==> src/sv/lfpd_pkg.sv <==
`default_nettype none
package lfpd_pkg;

  localparam int unsigned SensorCount = 10;
  localparam int unsigned SampleW     = 12;
  localparam int unsigned IdxW        = 4;

  localparam logic [IdxW-1:0] RegThreshold = 4'd0;
  localparam logic [IdxW-1:0] RegGainPC    = 4'd1;
  localparam logic [IdxW-1:0] RegGainPH    = 4'd2;
  localparam logic [IdxW-1:0] RegGainDC    = 4'd3;
  localparam logic [IdxW-1:0] RegGainDH    = 4'd4;
  localparam logic [IdxW-1:0] RegCruise    = 4'd5;
  localparam logic [IdxW-1:0] RegCurve     = 4'd6;
  localparam logic [IdxW-1:0] RegPivot     = 4'd7;

  localparam logic [1:0] ModeForward = 2'd0;
  localparam logic [1:0] ModeLeft    = 2'd1;
  localparam logic [1:0] ModeRight   = 2'd2;

  typedef enum logic [7:0] {
    StIdle   = 8'b0000_0001,
    StScan   = 8'b0000_0010,
    StDecide = 8'b0000_0100,
    StDiv    = 8'b0000_1000,
    StErr    = 8'b0001_0000,
    StMul    = 8'b0010_0000,
    StFin    = 8'b0100_0000,
    StRes    = 8'b1000_0000
  } state_e;

  function automatic logic signed [11:0] weight_q8(input logic [IdxW-1:0] idx);
    case (idx)
      4'd0:    weight_q8 = -12'sd1536;
      4'd1:    weight_q8 = -12'sd1152;
      4'd2:    weight_q8 = -12'sd768;
      4'd3:    weight_q8 = -12'sd384;
      4'd4:    weight_q8 = -12'sd102;
      4'd5:    weight_q8 = 12'sd102;
      4'd6:    weight_q8 = 12'sd384;
      4'd7:    weight_q8 = 12'sd768;
      4'd8:    weight_q8 = 12'sd1152;
      4'd9:    weight_q8 = 12'sd1536;
      default: weight_q8 = 12'sd0;
    endcase
  endfunction

endpackage
`default_nettype wire

==> src/sv/lfpd_div.sv <==
`default_nettype none
module lfpd_div (
  input  wire logic        clk_i,
  input  wire logic        rst_ni,
  input  wire logic        start_i,
  input  wire logic [11:0] dividend_i,
  input  wire logic [3:0]  divisor_i,
  output logic             done_o,
  output logic [11:0]      quotient_o
);
  import lfpd_pkg::*;

  logic [11:0] num_q;
  logic [11:0] quo_q;
  logic [4:0]  rem_q;
  logic [3:0]  den_q;
  logic [3:0]  cnt_q;
  logic        busy_q;
  logic        done_q;
  logic [5:0]  trial;
  logic [5:0]  diff;

  assign trial = {rem_q, num_q[11]};
  assign diff  = trial - {2'b00, den_q};

  always_ff @(posedge clk_i or negedge rst_ni) begin
    if (!rst_ni) begin
      busy_q <= 1'b0;
      done_q <= 1'b0;
      cnt_q  <= '0;
    end else begin
      done_q <= 1'b0;
      if (start_i) begin
        busy_q <= 1'b1;
        cnt_q  <= 4'd0;
      end else if (busy_q) begin
        cnt_q <= cnt_q + 4'd1;
        if (cnt_q == 4'd11) begin
          busy_q <= 1'b0;
          done_q <= 1'b1;
        end
      end
    end
  end

  always_ff @(posedge clk_i) begin
    if (start_i) begin
      num_q <= dividend_i;
      den_q <= divisor_i;
      rem_q <= '0;
      quo_q <= '0;
    end else if (busy_q) begin
      num_q <= {num_q[10:0], 1'b0};
      if (!diff[5]) begin
        rem_q <= diff[4:0];
        quo_q <= {quo_q[10:0], 1'b1};
      end else begin
        rem_q <= trial[4:0];
        quo_q <= {quo_q[10:0], 1'b0};
      end
    end
  end

  assign done_o     = done_q;
  assign quotient_o = quo_q;

endmodule
`default_nettype wire

==> src/sv/line_follower_pd_steering.sv <==
`default_nettype none
// Channel  Direction  Handshake                  Word
// in       input      in_valid_i / in_stall_o    sample_0_i .. sample_9_i
// out      output     out_valid_o / out_stall_i  drive_mode_o, duty_a_o, duty_b_o
// cfg      input      cfg_we_i                   cfg_idx_i, cfg_wdata_i
// A PD frame passes, once accepted, through the scan of the ten samples, a
// decision step, the restoring divider, an error step, four multiplier passes,
// a finish step and the load into the result register.
// Other frames go from the decision straight to the load. The input stays stalled
// until the load, and a frame waits in its last state while a stalled word is held.
// Reset restores the register defaults and clears the steering state.
module line_follower_pd_steering (
  input  wire logic        clk_i,
  input  wire logic        rst_ni,
  input  wire logic        in_valid_i,
  output logic             in_stall_o,
  input  wire logic [11:0] sample_0_i,
  input  wire logic [11:0] sample_1_i,
  input  wire logic [11:0] sample_2_i,
  input  wire logic [11:0] sample_3_i,
  input  wire logic [11:0] sample_4_i,
  input  wire logic [11:0] sample_5_i,
  input  wire logic [11:0] sample_6_i,
  input  wire logic [11:0] sample_7_i,
  input  wire logic [11:0] sample_8_i,
  input  wire logic [11:0] sample_9_i,
  output logic             out_valid_o,
  input  wire logic        out_stall_i,
  output logic [1:0]       drive_mode_o,
  output logic [7:0]       duty_a_o,
  output logic [7:0]       duty_b_o,
  input  wire logic        cfg_we_i,
  input  wire logic [lfpd_pkg::IdxW-1:0] cfg_idx_i,
  input  wire logic [11:0] cfg_wdata_i
);
  import lfpd_pkg::*;

  state_e state_q;

  logic [11:0] thr_q, kpc_q, kph_q, kdc_q, kdh_q;
  logic [7:0]  cruise_q, curve_q, pivot_q;

  logic signed [11:0] prev_err_q;
  logic signed [8:0]  sm_q;
  logic signed [15:0] prev_corr_q;
  logic        seen_left_q;
  logic [7:0]  seen_cnt_q;
  logic [1:0]  conf_q;
  logic [2:0]  hold_q;
  logic        acute_left_q;
  logic [7:0]  duty_a_q, duty_b_q;
  logic [1:0]  mode_q;

  logic [SampleW-1:0] samp_q [SensorCount];
  logic [IdxW-1:0] idx_q;
  logic signed [13:0] pos_sum_q;
  logic [3:0]  active_q;
  logic        left_q, center_q, right_q, ext_left_q, ext_right_q, inner_right_q;

  logic signed [11:0] err_q;
  logic signed [12:0] d_q;
  logic        hard_q;
  logic [1:0]  step_q;
  logic signed [27:0] acc_q;

  logic        out_valid_q;
  logic [1:0]  out_mode_q;
  logic [7:0]  out_a_q, out_b_q;

  // Sensor scan.
  logic        on;
  logic [7:0]  cnt_inc;
  assign on      = samp_q[idx_q] > thr_q;
  assign cnt_inc = (seen_cnt_q == 8'd255) ? seen_cnt_q : seen_cnt_q + 8'd1;

  // Decision after the scan.
  logic [7:0]  cnt_n;
  logic [1:0]  conf_a, conf_n;
  logic        acl_n;
  logic [2:0]  hold_n;
  logic [8:0]  sp_sum;
  logic [7:0]  sp_acute;
  logic [10:0] rec_sum;
  logic [7:0]  rec;

  always_comb begin
    cnt_n = (active_q == 4'd0 && seen_cnt_q != 8'd0) ? seen_cnt_q - 8'd1 : seen_cnt_q;
    conf_a = conf_q;
    acl_n  = acute_left_q;
    if (!center_q && active_q <= 4'd3) begin
      if (left_q && !right_q) begin
        conf_a = conf_q + 2'd1;
        acl_n  = 1'b1;
      end else if (right_q && !left_q) begin
        conf_a = conf_q + 2'd1;
        acl_n  = 1'b0;
      end
    end else begin
      conf_a = 2'd0;
    end
    conf_n = conf_a;
    hold_n = hold_q;
    if (conf_a >= 2'd2) begin
      hold_n = 3'd6;
      conf_n = 2'd0;
    end
    sp_sum   = {1'b0, pivot_q} + 9'd10;
    sp_acute = sp_sum[8] ? 8'd255 : sp_sum[7:0];
    rec_sum  = 11'd60 + {3'b000, cnt_n} * 11'd6;
    rec      = (rec_sum > 11'd255) ? 8'd255 : rec_sum[7:0];
  end

  // Divider.
  logic        div_start, div_done;
  logic [11:0] div_quo;
  logic [13:0] sum_abs;
  assign sum_abs   = pos_sum_q[13] ? -pos_sum_q : pos_sum_q;
  assign div_start = (state_q == StDecide) && (hold_n == 3'd0) && (active_q != 4'd0)
                     && !(ext_left_q && ext_right_q && center_q)
                     && !(ext_right_q || inner_right_q) && center_q;

  lfpd_div u_div (
    .clk_i      (clk_i),
    .rst_ni     (rst_ni),
    .start_i    (div_start),
    .dividend_i (sum_abs[11:0]),
    .divisor_i  (active_q),
    .done_o     (div_done),
    .quotient_o (div_quo)
  );

  logic signed [11:0] err_raw, err_dz;
  assign err_raw = pos_sum_q[13] ? -$signed(div_quo) : $signed(div_quo);
  assign err_dz  = (err_raw > -12'sd31 && err_raw < 12'sd31) ? 12'sd0 : err_raw;

  logic [10:0] aerr_dz, aerr;
  assign aerr_dz = err_dz[11] ? 11'(-err_dz) : 11'(err_dz);
  assign aerr    = err_q[11] ? 11'(-err_q) : 11'(err_q);

  // Shared multiplier.
  logic signed [12:0] mul_a;
  logic signed [13:0] mul_b;
  logic signed [26:0] prod;
  logic signed [27:0] acc_sum;
  logic signed [19:0] sm_raw;
  logic signed [8:0]  sm_new;

  always_comb begin
    case (step_q)
      2'd0: begin
        mul_a = 13'sd179;
        mul_b = 14'(sm_q);
      end
      2'd1: begin
        mul_a = 13'sd77;
        mul_b = 14'(d_q);
      end
      2'd2: begin
        mul_a = $signed({1'b0, hard_q ? kph_q : kpc_q});
        mul_b = 14'(err_q);
      end
      default: begin
        mul_a = $signed({1'b0, hard_q ? kdh_q : kdc_q});
        mul_b = 14'(sm_q);
      end
    endcase
    prod    = mul_a * mul_b;
    acc_sum = acc_q + 28'(prod);
    sm_raw  = acc_sum[27:8];
    if (sm_raw > 20'sd154) begin
      sm_new = 9'sd154;
    end else if (sm_raw < -20'sd154) begin
      sm_new = -9'sd154;
    end else begin
      sm_new = sm_raw[8:0];
    end
  end

  // Correction and duties.
  logic signed [11:0] corr0;
  logic signed [16:0] lo, hi, c1;
  logic signed [15:0] c2;
  logic [8:0]  e;
  logic [15:0] boost_p;
  logic [6:0]  boost;
  logic signed [17:0] c3;
  logic signed [9:0]  c4;
  logic [7:0]  speed;
  logic signed [10:0] da, db;
  logic [7:0]  duty_a_n, duty_b_n;

  always_comb begin
    corr0 = acc_q[27:16];
    lo = 17'(prev_corr_q) - 17'sd30;
    hi = 17'(prev_corr_q) + 17'sd30;
    if (17'(corr0) < lo) begin
      c1 = lo;
    end else if (17'(corr0) > hi) begin
      c1 = hi;
    end else begin
      c1 = 17'(corr0);
    end
    if (c1 > 17'sd32767) begin
      c2 = 16'sh7fff;
    end else if (c1 < -17'sd32768) begin
      c2 = 16'sh8000;
    end else begin
      c2 = c1[15:0];
    end
    e       = (aerr > 11'd256) ? 9'd256 : aerr[8:0];
    boost_p = 16'd80 * {7'd0, e} + 16'd128;
    boost   = boost_p[14:8];
    c3 = 18'(c2);
    if (aerr >= 11'd103) begin
      c3 = (c2 > 16'sd0) ? 18'(c2) + 18'(boost) : 18'(c2) - 18'(boost);
    end
    if (c3 > 18'sd255) begin
      c4 = 10'sd255;
    end else if (c3 < -18'sd255) begin
      c4 = -10'sd255;
    end else begin
      c4 = c3[9:0];
    end
    speed = hard_q ? curve_q : cruise_q;
    da = $signed({3'b000, speed}) - 11'(c4);
    db = $signed({3'b000, speed}) + 11'(c4);
    duty_a_n = (da < 11'sd85) ? 8'd85 : ((da > 11'sd255) ? 8'd255 : da[7:0]);
    duty_b_n = (db < 11'sd85) ? 8'd85 : ((db > 11'sd255) ? 8'd255 : db[7:0]);
  end

  always_ff @(posedge clk_i) begin
    if (state_q == StIdle && in_valid_i) begin
      samp_q[0] <= sample_0_i;
      samp_q[1] <= sample_1_i;
      samp_q[2] <= sample_2_i;
      samp_q[3] <= sample_3_i;
      samp_q[4] <= sample_4_i;
      samp_q[5] <= sample_5_i;
      samp_q[6] <= sample_6_i;
      samp_q[7] <= sample_7_i;
      samp_q[8] <= sample_8_i;
      samp_q[9] <= sample_9_i;
    end
  end

  always_ff @(posedge clk_i or negedge rst_ni) begin
    if (!rst_ni) begin
      state_q      <= StIdle;
      thr_q        <= 12'd4050;
      kpc_q        <= 12'd128;
      kph_q        <= 12'd256;
      kdc_q        <= 12'd410;
      kdh_q        <= 12'd870;
      cruise_q     <= 8'd180;
      curve_q      <= 8'd150;
      pivot_q      <= 8'd245;
      prev_err_q   <= '0;
      sm_q         <= '0;
      prev_corr_q  <= '0;
      seen_left_q  <= 1'b0;
      seen_cnt_q   <= '0;
      conf_q       <= '0;
      hold_q       <= '0;
      acute_left_q <= 1'b0;
      duty_a_q     <= '0;
      duty_b_q     <= '0;
      mode_q       <= ModeForward;
      idx_q        <= '0;
      pos_sum_q    <= '0;
      active_q     <= '0;
      left_q       <= 1'b0;
      center_q     <= 1'b0;
      right_q      <= 1'b0;
      ext_left_q   <= 1'b0;
      ext_right_q  <= 1'b0;
      inner_right_q <= 1'b0;
      err_q        <= '0;
      d_q          <= '0;
      hard_q       <= 1'b0;
      step_q       <= '0;
      acc_q        <= '0;
      out_valid_q  <= 1'b0;
      out_mode_q   <= ModeForward;
      out_a_q      <= '0;
      out_b_q      <= '0;
    end else begin
      if (cfg_we_i) begin
        case (cfg_idx_i)
          RegThreshold: thr_q    <= cfg_wdata_i;
          RegGainPC:    kpc_q    <= cfg_wdata_i;
          RegGainPH:    kph_q    <= cfg_wdata_i;
          RegGainDC:    kdc_q    <= cfg_wdata_i;
          RegGainDH:    kdh_q    <= cfg_wdata_i;
          RegCruise:    cruise_q <= cfg_wdata_i[7:0];
          RegCurve:     curve_q  <= cfg_wdata_i[7:0];
          RegPivot:     pivot_q  <= cfg_wdata_i[7:0];
          default: ;
        endcase
      end
      if (state_q == StRes && (!out_valid_q || !out_stall_i)) begin
        out_valid_q <= 1'b1;
      end else if (out_valid_q && !out_stall_i) begin
        out_valid_q <= 1'b0;
      end
      case (state_q)
        StIdle: begin
          if (in_valid_i) begin
            idx_q         <= '0;
            pos_sum_q     <= '0;
            active_q      <= '0;
            left_q        <= 1'b0;
            center_q      <= 1'b0;
            right_q       <= 1'b0;
            ext_left_q    <= 1'b0;
            ext_right_q   <= 1'b0;
            inner_right_q <= 1'b0;
            state_q       <= StScan;
          end
        end
        StScan: begin
          if (on) begin
            pos_sum_q <= pos_sum_q + 14'(weight_q8(idx_q));
            active_q  <= active_q + 4'd1;
            if (idx_q == 4'd4 || idx_q == 4'd5) begin
              center_q <= 1'b1;
            end else if (idx_q <= 4'd3) begin
              left_q      <= 1'b1;
              seen_left_q <= 1'b1;
              seen_cnt_q  <= cnt_inc;
              if (idx_q <= 4'd1) begin
                ext_left_q <= 1'b1;
              end
            end else begin
              right_q     <= 1'b1;
              seen_left_q <= 1'b0;
              seen_cnt_q  <= cnt_inc;
              if (idx_q >= 4'd8) begin
                ext_right_q <= 1'b1;
              end else begin
                inner_right_q <= 1'b1;
              end
            end
          end
          if (idx_q == IdxW'(SensorCount - 1)) begin
            state_q <= StDecide;
          end else begin
            idx_q <= idx_q + 4'd1;
          end
        end
        StDecide: begin
          seen_cnt_q   <= cnt_n;
          conf_q       <= conf_n;
          acute_left_q <= acl_n;
          state_q      <= div_start ? StDiv : StRes;
          if (hold_n != 3'd0) begin
            duty_a_q <= sp_acute;
            duty_b_q <= sp_acute;
            if (center_q) begin
              hold_q      <= 3'd0;
              prev_err_q  <= '0;
              sm_q        <= '0;
              prev_corr_q <= '0;
              mode_q      <= ModeForward;
            end else begin
              hold_q <= hold_n - 3'd1;
              mode_q <= acl_n ? ModeLeft : ModeRight;
            end
          end else begin
            hold_q <= hold_n;
            if (active_q == 4'd0) begin
              duty_a_q <= rec;
              duty_b_q <= rec;
              mode_q   <= seen_left_q ? ModeLeft : ModeRight;
            end else if (ext_left_q && ext_right_q && center_q) begin
              mode_q <= ModeForward;
            end else if (ext_right_q || inner_right_q) begin
              prev_err_q  <= '0;
              sm_q        <= '0;
              prev_corr_q <= '0;
              duty_a_q    <= pivot_q;
              duty_b_q    <= pivot_q;
              mode_q      <= ModeRight;
            end else if (!center_q) begin
              duty_a_q <= 8'd150;
              duty_b_q <= 8'd150;
              mode_q   <= ModeForward;
            end
          end
        end
        StDiv: begin
          if (div_done) begin
            state_q <= StErr;
          end
        end
        StErr: begin
          err_q      <= err_dz;
          d_q        <= 13'(err_dz) - 13'(prev_err_q);
          prev_err_q <= err_dz;
          hard_q     <= aerr_dz >= 11'd180;
          step_q     <= 2'd0;
          state_q    <= StMul;
        end
        StMul: begin
          step_q <= step_q + 2'd1;
          case (step_q)
            2'd0: acc_q <= 28'(prod) + 28'sd128;
            2'd1: sm_q  <= sm_new;
            2'd2: acc_q <= 28'(prod) + 28'sd32768;
            default: begin
              acc_q   <= acc_sum;
              state_q <= StFin;
            end
          endcase
        end
        StFin: begin
          prev_corr_q <= c2;
          duty_a_q    <= duty_a_n;
          duty_b_q    <= duty_b_n;
          mode_q      <= ModeForward;
          state_q     <= StRes;
        end
        StRes: begin
          if (!out_valid_q || !out_stall_i) begin
            out_mode_q  <= mode_q;
            out_a_q     <= duty_a_q;
            out_b_q     <= duty_b_q;
            state_q     <= StIdle;
          end
        end
        default: state_q <= StIdle;
      endcase
    end
  end

  assign in_stall_o   = (state_q != StIdle);
  assign out_valid_o  = out_valid_q;
  assign drive_mode_o = out_mode_q;
  assign duty_a_o     = out_a_q;
  assign duty_b_o     = out_b_q;

  a_accept_busy: assert property (@(posedge clk_i) disable iff (!rst_ni)
    (in_valid_i && !in_stall_o) |=> in_stall_o)
    else $error("block took a word and stayed ready");
  a_sm_range: assert property (@(posedge clk_i) disable iff (!rst_ni)
    (sm_q >= -9'sd154) && (sm_q <= 9'sd154))
    else $error("smoothed derivative out of range");
  a_hold_range: assert property (@(posedge clk_i) disable iff (!rst_ni)
    hold_q <= 3'd5)
    else $error("acute hold out of range");
  a_mode_code: assert property (@(posedge clk_i) disable iff (!rst_ni)
    out_valid_o |-> (drive_mode_o == ModeForward || drive_mode_o == ModeLeft
                     || drive_mode_o == ModeRight))
    else $error("bad drive mode");
  a_pd_duty: assert property (@(posedge clk_i) disable iff (!rst_ni)
    (state_q == StFin) |=> (duty_a_q >= 8'd85 && duty_b_q >= 8'd85))
    else $error("PD duty below floor");

endmodule
`default_nettype wire
==> config.mk <==
export PLATFORM = sky130hd
export DESIGN_NAME = line_follower_pd_steering
export DESIGN_NICKNAME = d
export VERILOG_FILES = /design/src/sv/lfpd_pkg.sv /design/src/sv/lfpd_div.sv /design/src/sv/line_follower_pd_steering.sv
export SDC_FILE = /design/constraint.sdc
export NUM_CORES = 2
export LEC_CHECK = 0
export ABC_AREA = 1
export BUFFER_PORTS_ARGS = -buffer_cell sky130_fd_sc_hd__buf_2
export CORE_UTILIZATION = 25
export DETAILED_ROUTE_END_ITERATION = 8
export GPL_TIMING_DRIVEN = 1
export SLEW_MARGIN = 30
export SYNTH_ARGS = -nofsm -noshare
export SYNTH_HDL_FRONTEND = slang
export SYNTH_SLANG_ARGS = --single-unit
==> constraint.sdc <==
create_clock -name clk_i -period 17.8 [get_ports clk_i]
set_input_delay 0.89 -clock clk_i [delete_from_list [all_inputs] [get_ports clk_i]]
set_output_delay 0.89 -clock clk_i [all_outputs]
set_load 0.05 [all_outputs]
==> flow_summary.json <==
{
  "via_count": 28000,
  "grt_overflow": 0,
  "hp-class": "in2async",
  "worstSetupPathType": "reg2reg",
  "drive_above_1_share_pct": 9.43,
  "ant_nets": 0,
  "synthTopCellsByArea": "dfrtp_1 18%, edfxtp_1 12%, fa_1 9.6%",
  "worstSetupEndpointType": "register",
  "drtIter0Drc": 1842,
  "relSlewSlack_pct": 36.6,
  "vdd_drop_max_mv": 0.0975,
  "synth_edf_count": 135,
  "viasPerCell": 4.59,
  "antenna_found_initial": 10,
  "mostFrequentLayoutCell": "nand2_1",
  "wire_per_inst_um": 15.3,
  "cp-start-kind": "register",
  "period_needed_ns": 10.19,
  "synth.distinct_cells": 78,
  "synth.ff_latch_count": 422,
  "p_switching_w": 0.00178,
  "cts.sinks": 422,
  "cts.path.max_buffers": 3,
  "post-cts-setup-buffers": 0,
  "dp_hpwl_mm": 73.0,
  "slew_viol_final": 0,
  "synth_area_sq_um": 33300,
  "required_ns": 18.35,
  "synth_area_per_cell_sq_um": 7.99,
  "cp_max_fo": 21,
  "grt_pass1_wl_mm": 151,
  "ctsResizeCount": 0,
  "grt_max_degree": 135,
  "grt_pass1_vias": 27900,
  "run_status": "complete, no violations",
  "hold_viol": 0,
  "comb_power_share_pct": 44.7,
  "synthFlopType": "dfrtp_1",
  "tightest_slew_ns": 0.948,
  "path_clk_slew_ns": 0.06,
  "arrival_ns": 10.73,
  "wl_mm": 93.5,
  "dp_slack_ns": 7.82,
  "synth_top_area_cell": "dfrtp_1",
  "gp_congestion": 0.881,
  "power_density_nw_per_um2": 113,
  "die_x_um": 367,
  "start_util_pct": 25.3,
  "layout_common_cells": "773 x nand2_1, 640 x inv_1, 449 x nor2_1",
  "fin_ws_ns": 7.61,
  "sw_frac_of_total_pct": 41.8,
  "coreArea_sq_um": 132000,
  "fp-row-count": 133,
  "internal-power_w": 0.00248,
  "syn-num-nets": 4721,
  "cts_tree": "done",
  "dieArea_sq_um": 135000,
  "cap_violations": 0,
  "synth_top_cell_area_share_pct": 17.6,
  "fin_crit_sh_pct": 57.2,
  "crit_slowest_cell": "clkinv_1",
  "p_leak_nw": 18.1,
  "yosysSeqAreaShare_pct": 33.6,
  "skew_ns": 0.0648,
  "numPortBuffers": 160,
  "clkPwrFrac_pct": 24.0,
  "ff2ff_setup_slack_ns": 7.61,
  "yosysWarnings": 0,
  "clk_latency_ns": 0.65,
  "numCtsBuffers": 48,
  "hold_buffers": 0,
  "dr.pass1.iters": 5,
  "die_height_um": 367,
  "p_seq_share_pct": 31.3,
  "setup_viol": 0,
  "clock-root-buffer": "clkbuf_16",
  "slowest_delay_ns": 0.65,
  "fin_nets": 4852,
  "area_growth_pct": 13.5,
  "fmax_mhz": 98.2,
  "fin_setup_tns_ns": 0,
  "cpMostUsedCell": "nand2_1",
  "placed_cell_area_sq_um": 36200,
  "ios": 161,
  "track_usage_pct": 13.8,
  "async_flop_share_pct": 64.0,
  "finish.instance_area_sq_um": 37800,
  "drcViolationCount": 0,
  "netlist_instances": 4176,
  "cts_max_level": 2,
  "rsz0062_at_grt": "false"
}
-- stage by stage --
step                total power [W]  std cells  util (%)  hold WS [ns]
CTS                         0.00430       6100      28.6         0.195
global route                0.00461       6103      28.7         0.208
global placement            0.00322       6010      27.4         0.462
detailed placement          0.00325       6010      27.4         0.468
finish                      0.00426       6104      28.7         0.158
floorplan                   0.00276       4176         -         0.444
-- metal layers --
layer	share of wire [%]	up-vias	track usage, %
met5	0.11	-	0
met4	2.9	16	4.12
met3	5.4	141	2.20
met2	48	687	23.7
met1	44	13200	17.6
li1	-	13900	-
-- cell families after synthesis --
logic type               share of synthesized area, %
XOR/XNOR                                         4.67
adder cells (fa/ha/maj)                          18.8
multiplexers                                   0.0638
buffers and inverters                            8.82
AND/OR/NAND/NOR                                  19.6
AO/OA/AOI/OAI                                    14.5
flip-flops                                       33.6
-- critical path: cells and delay by family, from the launching register on --
family | cells | cell delay [ns]
AOI/OAI and AO/OA | 10 | 2.53
xor gates and xnor gates | 1 | 0.29
DFF | 1 | 0.43
buffers and inverters | 9 | 1.68
adders and majority gates | 8 | 3.37
and+or+nand+nor | 14 | 1.78
-- area by class of cell --
cell class | instances | area (sq um)
Timing Repair Buffer | 189 | 1060
Fill cell | 14100 | 94100
Clock inverter | 25 | 295
Tap cell | 1755 | 2200
Multi-Input combinational cell | 2981 | 19300
Clock buffer | 65 | 1320
Inverter | 665 | 2500
Sequential cell | 422 | 11200
Antenna cell | 2 | 5.00
-- synth_stat cells (4+ instances only) --
master     count
a211oi_1       6
a21boi_1      10
a21boi_2       4
a21o_1         7
a21oi_1      183
a221oi_1       6
a31oi_1       25
buf_1          5
buf_2          7
clkbuf_1      91
clkinv_1      12
dfrtp_1      234
dfstp_2       36
dfxtp_1       17
edfxtp_1     135
fa_1         160
ha_1         244
inv_1        640
inv_2         13
nand2_1      775
nand2_2       18
nand3_1      139
nand3_2        7
nand3b_1       7
nand4_1       45
nor2_1       453
nor2_2         6
nor3_1        43
nor4_1        13
o2111ai_1     15
o211ai_1      34
o21a_1         8
o21ai_0      415
o21ai_1       22
o21ai_2        5
o21bai_1      17
o22ai_1       51
o31ai_1       11
o32ai_1        4
or2_2         19
xnor2_1       35
xor2_1       141
-- path summary, 6_finish.rpt --
kind,start,end,cells after the start
setup / recovery,step_q[0],sm_q[4],42
min in group clk_i,sample_9_i[0],samp_q[9][0],1
setup reg to reg,step_q[0],sm_q[4],42
max in group asynchronous,rst_ni,idx_q[0],2
hold reg to reg,kpc_q[0],kpc_q[0],2
hold / removal,rst_ni,acc_q[4],1
-- flip-flops by register name, summed over array words and instances (netlist names), 12 cells and up --
name	cells
pos_sum_q	13
kdc_q	12
err_q	12
prev_corr_q	16
kph_q	12
prev_err_q	12
samp_q	120
kdh_q	12
acc_q	28
kpc_q	12
thr_q	12
d_q	13
u_div.quotient_o	12
-- power by group through the flow --
stage / Combinational (W) / Sequential [W] / Clock, W
2_1_floorplan: 0.00142 / 0.00134 / 0
6_report: 0.00190 / 0.00134 / 0.00102
4_1_cts: 0.00191 / 0.00134 / 0.00105
5_1_grt: 0.00217 / 0.00135 / 0.00108
3_3_place_gp: 0.00187 / 0.00135 / 0
3_5_place_dp: 0.00190 / 0.00135 / 0
(Power assumes the default switching activity.)
